==> src/sv/lstg_pkg.sv <==
package lstg_pkg;

   localparam int GRID_SIZE_DEF = 512;
   localparam int MAX_BEAMS_DEF = 4096;

   localparam int RANGE_W = 16;
   localparam int INDEX_W = 12;
   localparam int PIX_W   = 9;
   localparam int ANG_W   = 16;
   localparam int MAG_W   = 17;   // Q16 sine magnitude, up to 65536
   localparam int QR_W    = 15;   // quarter-turn argument, 0..16384

   localparam logic [16:0] QA      = 17'd102944;
   localparam logic [15:0] QB      = 16'd42048;
   localparam logic [12:0] QC      = 13'd4640;
   localparam logic [14:0] QUARTER = 15'd16384;

   // register indexes
   localparam logic [1:0] REG_START = 2'd0;
   localparam logic [1:0] REG_STEP  = 2'd1;
   localparam logic [1:0] REG_MINR  = 2'd2;
   localparam logic [1:0] REG_MAXR  = 2'd3;

   typedef struct packed {
      logic [15:0] start_angle;
      logic [15:0] angle_step;
      logic [15:0] min_range;
      logic [15:0] range_limit;
   } cfg_type;

endpackage

==> src/sv/lstg_axis.sv <==
// One axis: quarter-wave sine polynomial, scale by range, divide.
// Stages: s1 fold, s2 x2, s3 t1, s4 t2, s5 magnitude, s6 product, then divider steps.
module lstg_axis #(
   parameter int GRID_SIZE = lstg_pkg::GRID_SIZE_DEF,
   parameter int DLAT      = 1
) (
   input  logic                        clock,
   input  logic                        adv,
   input  logic [lstg_pkg::ANG_W-1:0]  angle,
   input  logic [lstg_pkg::RANGE_W-1:0] range_v,
   input  logic [lstg_pkg::RANGE_W-1:0] range_lim,
   output logic                        neg_o,
   output logic [63:0]                 quot_o
);
   localparam int IMGB = $clog2(GRID_SIZE + 1);
   localparam int NUMW = lstg_pkg::RANGE_W + lstg_pkg::MAG_W + IMGB;
   localparam int DENW = lstg_pkg::RANGE_W + 1 + 16;
   localparam int QW   = NUMW;

   logic [14:0] x_ff [4:1];
   logic        ng_ff [DLAT+6:1];
   logic [15:0] rg_ff [5:1];
   logic [15:0] mr_ff [DLAT+5:1];
   logic [14:0] x2_ff;
   logic [14:0] x2b_ff;
   logic [15:0] t1_ff;
   logic [16:0] t2_ff;
   logic [16:0] mag_ff;
   logic [NUMW-1:0] num_ff;

   logic [14:0] x_in;
   logic [1:0]  q;
   logic [29:0] xx;
   logic [27:0] cx;
   logic [31:0] tx;
   logic [31:0] mx;
   logic [15:0] t1_in;
   logic [16:0] t2_in;

   assign q  = angle[15:14];
   assign x_in = q[0] ? (lstg_pkg::QUARTER - {1'b0, angle[13:0]}) : {1'b0, angle[13:0]};
   assign xx = x_ff[1] * x_ff[1];
   assign cx = lstg_pkg::QC * x2_ff;
   assign t1_in = lstg_pkg::QB - 16'(cx >> 14);
   assign tx = t1_ff * x2b_ff;
   assign t2_in = lstg_pkg::QA - 17'(tx >> 14);
   assign mx = t2_ff * x_ff[4];

   // hold every stage while the output is stalled
   always_ff @(posedge clock) begin
      if (adv) begin
         x_ff[1]  <= x_in;
         ng_ff[1] <= q[1];
         rg_ff[1] <= range_v;
         mr_ff[1] <= range_lim;
         for (int i = 2; i <= 4; i++) x_ff[i] <= x_ff[i-1];
         for (int i = 2; i <= 5; i++) rg_ff[i] <= rg_ff[i-1];
         for (int i = 2; i <= DLAT+5; i++) mr_ff[i] <= mr_ff[i-1];
         for (int i = 2; i <= DLAT+6; i++) ng_ff[i] <= ng_ff[i-1];
         x2_ff     <= 15'(xx >> 14);
         x2b_ff    <= x2_ff;
         t1_ff     <= t1_in;
         t2_ff     <= t2_in;
         mag_ff    <= 17'(mx >> 14);
         num_ff    <= NUMW'(rg_ff[5]) * NUMW'(mag_ff) * NUMW'(GRID_SIZE);
      end
   end

   // restoring divider, several quotient bits per stage
   logic [NUMW-1:0] rem_ff [DLAT:0];
   logic [QW-1:0]   quo_ff [DLAT:0];
   localparam int BPS = (QW + DLAT - 1) / DLAT;

   always_comb begin
      rem_ff[0] = num_ff;
      quo_ff[0] = '0;
   end

   for (genvar s = 1; s <= DLAT; s++) begin : g_div
      logic [NUMW-1:0] r_in;
      logic [QW-1:0]   q_in;
      logic [DENW-1:0] den;
      assign den = {mr_ff[s+5], 17'd0};
      always_comb begin
         logic [NUMW+DENW:0] trial;
         r_in = rem_ff[s-1];
         q_in = quo_ff[s-1];
         for (int b = 0; b < BPS; b++) begin
            if ((s-1)*BPS + b < QW) begin
               trial = {{(DENW+1){1'b0}}, r_in} -
                       ({{(NUMW+1){1'b0}}, den} << (QW-1-((s-1)*BPS+b)));
               if (!trial[NUMW+DENW]) begin
                  r_in = NUMW'(trial);
                  q_in[QW-1-((s-1)*BPS+b)] = 1'b1;
               end
            end
         end
      end
      always_ff @(posedge clock) begin
         if (adv) begin
            rem_ff[s] <= r_in;
            quo_ff[s] <= q_in;
         end
      end
   end

   assign neg_o  = ng_ff[DLAT+6];
   assign quot_o = 64'(quo_ff[DLAT]);
endmodule

==> config.mk <==
export PLATFORM = sky130hd
export DESIGN_NAME = lstg_axis
export DESIGN_NICKNAME = d
export VERILOG_FILES = /design/src/sv/lstg_pkg.sv /design/src/sv/lstg_axis.sv
export SDC_FILE = /design/constraint.sdc
export NUM_CORES = 2
export LEC_CHECK = 0
export BUFFER_PORTS_ARGS = -buffer_cell sky130_fd_sc_hd__buf_2
export CAP_MARGIN = 5
export CORE_UTILIZATION = 50
export DETAILED_ROUTE_END_ITERATION = 8
export PLACE_DENSITY = 0.68
export SYNTH_ARGS = -nofsm -noshare
export SYNTH_HDL_FRONTEND = slang
export SYNTH_SLANG_ARGS = --single-unit
==> constraint.sdc <==
create_clock -name clock -period 61.6 [get_ports clock]
set_clock_uncertainty 0.15 [all_clocks]
set_input_delay 15.4 -clock clock [delete_from_list [all_inputs] [get_ports clock]]
set_output_delay 15.4 -clock clock [all_outputs]
set_load 0.02 [all_outputs]
==> impl_metrics.env <==
export IMPL_layout_common_cells="inv_1 (951), fa_1 (744), ha_1 (710)"
export IMPL_grt_pass1_vias=46400
export IMPL_finalSetupViolCount=0
export IMPL_critPathBufInv=32
export IMPL_grt_total_usage=0.244
export IMPL_start_util=0.506
export IMPL_drv_slew=0
export IMPL_start_kind="flop"
export IMPL_drtIter0Drc=2957
export IMPL_cpMostUsedCell="a21oi_1"
export IMPL_n_fill_cell=10400
export IMPL_fin_nets=7974
export IMPL_wl_mm=145
export IMPL_port_buffer_count=93
export IMPL_coreArea_um2=118000
export IMPL_clock_sinks=374
export IMPL_worst_path_stages=301
export IMPL_crit_path_max_fanout=36
export IMPL_yosys_area_top_type="fa_1"
export IMPL_drc=0
export IMPL_maxSlewHeadroom=0.276
export IMPL_hpwl_mm=112
export IMPL_antenna_found_initial=3
export IMPL_vias=45300
export IMPL_drive_gt1_frac=0.0896
export IMPL_async_flop_share=0
export IMPL_ioPinCount=115
export IMPL_fin_area_um2=64800
export IMPL_grt_max_degree=146
export IMPL_cts_root_buf="clkbuf_16"
export IMPL_clk_pin_slew_ns=0.07
export IMPL_synth_distinct_cells=106
export IMPL_ant_nets=0
export IMPL_status="finished clean"
export IMPL_avgRoutedWirePerCell_um=17.9
export IMPL_cts_path_max_buffers=3
export IMPL_cap_violations=0
export IMPL_crit_type="flop to flop"
export IMPL_end_kind="flop"
export IMPL_numCtsBuffers=47
export IMPL_placed_area_um2=62400
export IMPL_r2r_start="mr_ff[0][105]"
export IMPL_crit_family="compound AO/OA/AOI/OAI gates"
export IMPL_viasPerCell=5.59
export IMPL_synth_main_ff_cell="edfxtp_1"
export IMPL_critPathCapture="quot_o[0]"
export IMPL_required_ns=61.78
export IMPL_synth_seq_cells=374
export IMPL_rrSetupSlack_ns=3.85
export IMPL_fin_util=0.547
export IMPL_area_growth_pct=8.12
export IMPL_clock_latency_ns=0.65
export IMPL_arrival_ns=57.93
export IMPL_yosysWarnings=0
export IMPL_synth_edf_count=374
export IMPL_cts_tree="yes"
export IMPL_ys_seq_area_frac=0.187
export IMPL_r2r_cells=301
export IMPL_die_h_um=348
export IMPL_synth_area_per_cell_um2=9.41
export IMPL_slowest_delay_ns=0.58
export IMPL_finalHoldViolations=0
export IMPL_htreeDepth=2
export IMPL_synth_area_leaders="fa_1 (25%), edfxtp_1 (19%), ha_1 (15%)"
export IMPL_grt_ovfl_total=0
export IMPL_syn_area_um2=60000
export IMPL_worst_slew_pin_slew_ns=1.09
export IMPL_drtPass1Iterations=5
export IMPL_max_freq_mhz=17.3
export IMPL_dieArea_um2=121000
export IMPL_cp_slowest_cell="or4_4"
export IMPL_cts_hold_buf=0
export IMPL_synth_top_area_share=0.249
export IMPL_row_count=126
export IMPL_period_needed_ns=57.75
export IMPL_diodes=0
export IMPL_grt_pass1_wl_mm=240
export IMPL_fin_crit_sh=0.938
export IMPL_gp_congestion=0.962
export IMPL_syn_inst=6369
export IMPL_die_w_um=348
export IMPL_hp_class="flop to flop"
export IMPL_layout_commonest_cell="inv_1"
export IMPL_startpoint="mr_ff[0][105]"
export IMPL_r2r_end="quot_o[0]"
-- worst min path at each step --
stage	to	start	cells past startpoint
floorplan	mr_ff[0][100]	mr_ff[0][84]	0
global placement	rg_ff[0][82]	rg_ff[0][66]	0
detailed placement	mr_ff[0][106]	mr_ff[0][90]	0
CTS	x_ff[0][62]	x_ff[0][47]	0
global route	x_ff[0][60]	x_ff[0][45]	0
finish	x_ff[0][62]	x_ff[0][47]	0
-- logic make-up after synthesis --
kind of cell / count (synthesis) / share of synthesized area
XOR/XNOR: 275 / 0.0404
multiplexers: 118 / 0.0216
flip-flops: 374 / 0.187
AND/OR/NAND/NOR: 1879 / 0.154
buffers and inverters: 1179 / 0.0766
adder cells (fa/ha/maj): 1456 / 0.397
other: 1 / 0.0000626
AO/OA/AOI/OAI: 1087 / 0.122
-- flip-flops by register name (all words and copies together) (netlist names) --
signal	cells
quot_o	26
ng_ff	7
mag_ff	17
rg_ff	80
x2_ff	15
x_ff	60
x2b_ff	15
t1_ff	16
t2_ff	17
num_ff	25
mr_ff	96
-- repair_timing --
item / CTS / global route
setup buffers: 3 / 27
pin swaps: 3 / 25
endpoints found under the setup margin: 1 / 2
gates resized for setup: 19 / 136
cloned: 1 / 1
-- worst reg2reg max path: cells and delay by family, from the launching register on --
kind	cells	cell delay [ns]
adder cells (fa/ha/maj)	24	7.67
AND/OR/NAND/NOR	86	15.24
AO/OA/AOI/OAI	150	26.56
buffers and inverters	32	4.58
flip-flops	1	0.49
multiplexers	9	2.82
-- layout make-up --
class	count	area, um2	area share
multi-input combinational	4837	44600	0.689
timing repair inverter	1	5.00	0.0000772
tap	1600	2000	0.0309
clock buffer	52	1190	0.0184
inverter	968	3670	0.0566
timing repair buffer	239	1620	0.0249
sequential	374	11200	0.173
clock inverter	36	465	0.00718
-- Yosys cell counts (all sizes together), types with 71 or more instances --
| library cell | n |
|---|---|
| o21a | 104 |
| nand2b | 71 |
| nand2 | 694 |
| and2 | 414 |
| a21oi | 263 |
| o21ai | 239 |
| xor2 | 72 |
| a21o | 95 |
| inv | 965 |
| clkbuf | 150 |
| mux2 | 79 |
| fa | 745 |
| edfxtp | 374 |
| xnor2 | 202 |
| nor2 | 317 |
| nor3 | 90 |
| ha | 711 |
-- metrics by stage --
step	hold WS [ns]	TNS [ns]	setup WS (ns)	instances
floorplan	0.250	0	0.764	6390
global placement	0.251	0	0.226	7987
detailed placement	0.255	-1.41	-1.41	7987
CTS	0.250	0	0.0677	8079
global route	0.255	-0.145	-0.145	8107
finish	0.249	0	3.85	8107
-- layer usage --
metal | wire (um) | track usage
met1 | 65200 | 0.336
met3 | 7360 | 0.0263
met2 | 69600 | 0.412
met4 | 3250 | 0.0578
met5 | 13 | 0
Power is not shown: default switching activity piles up to over one toggle a cycle in this logic, so the estimate is an artifact.
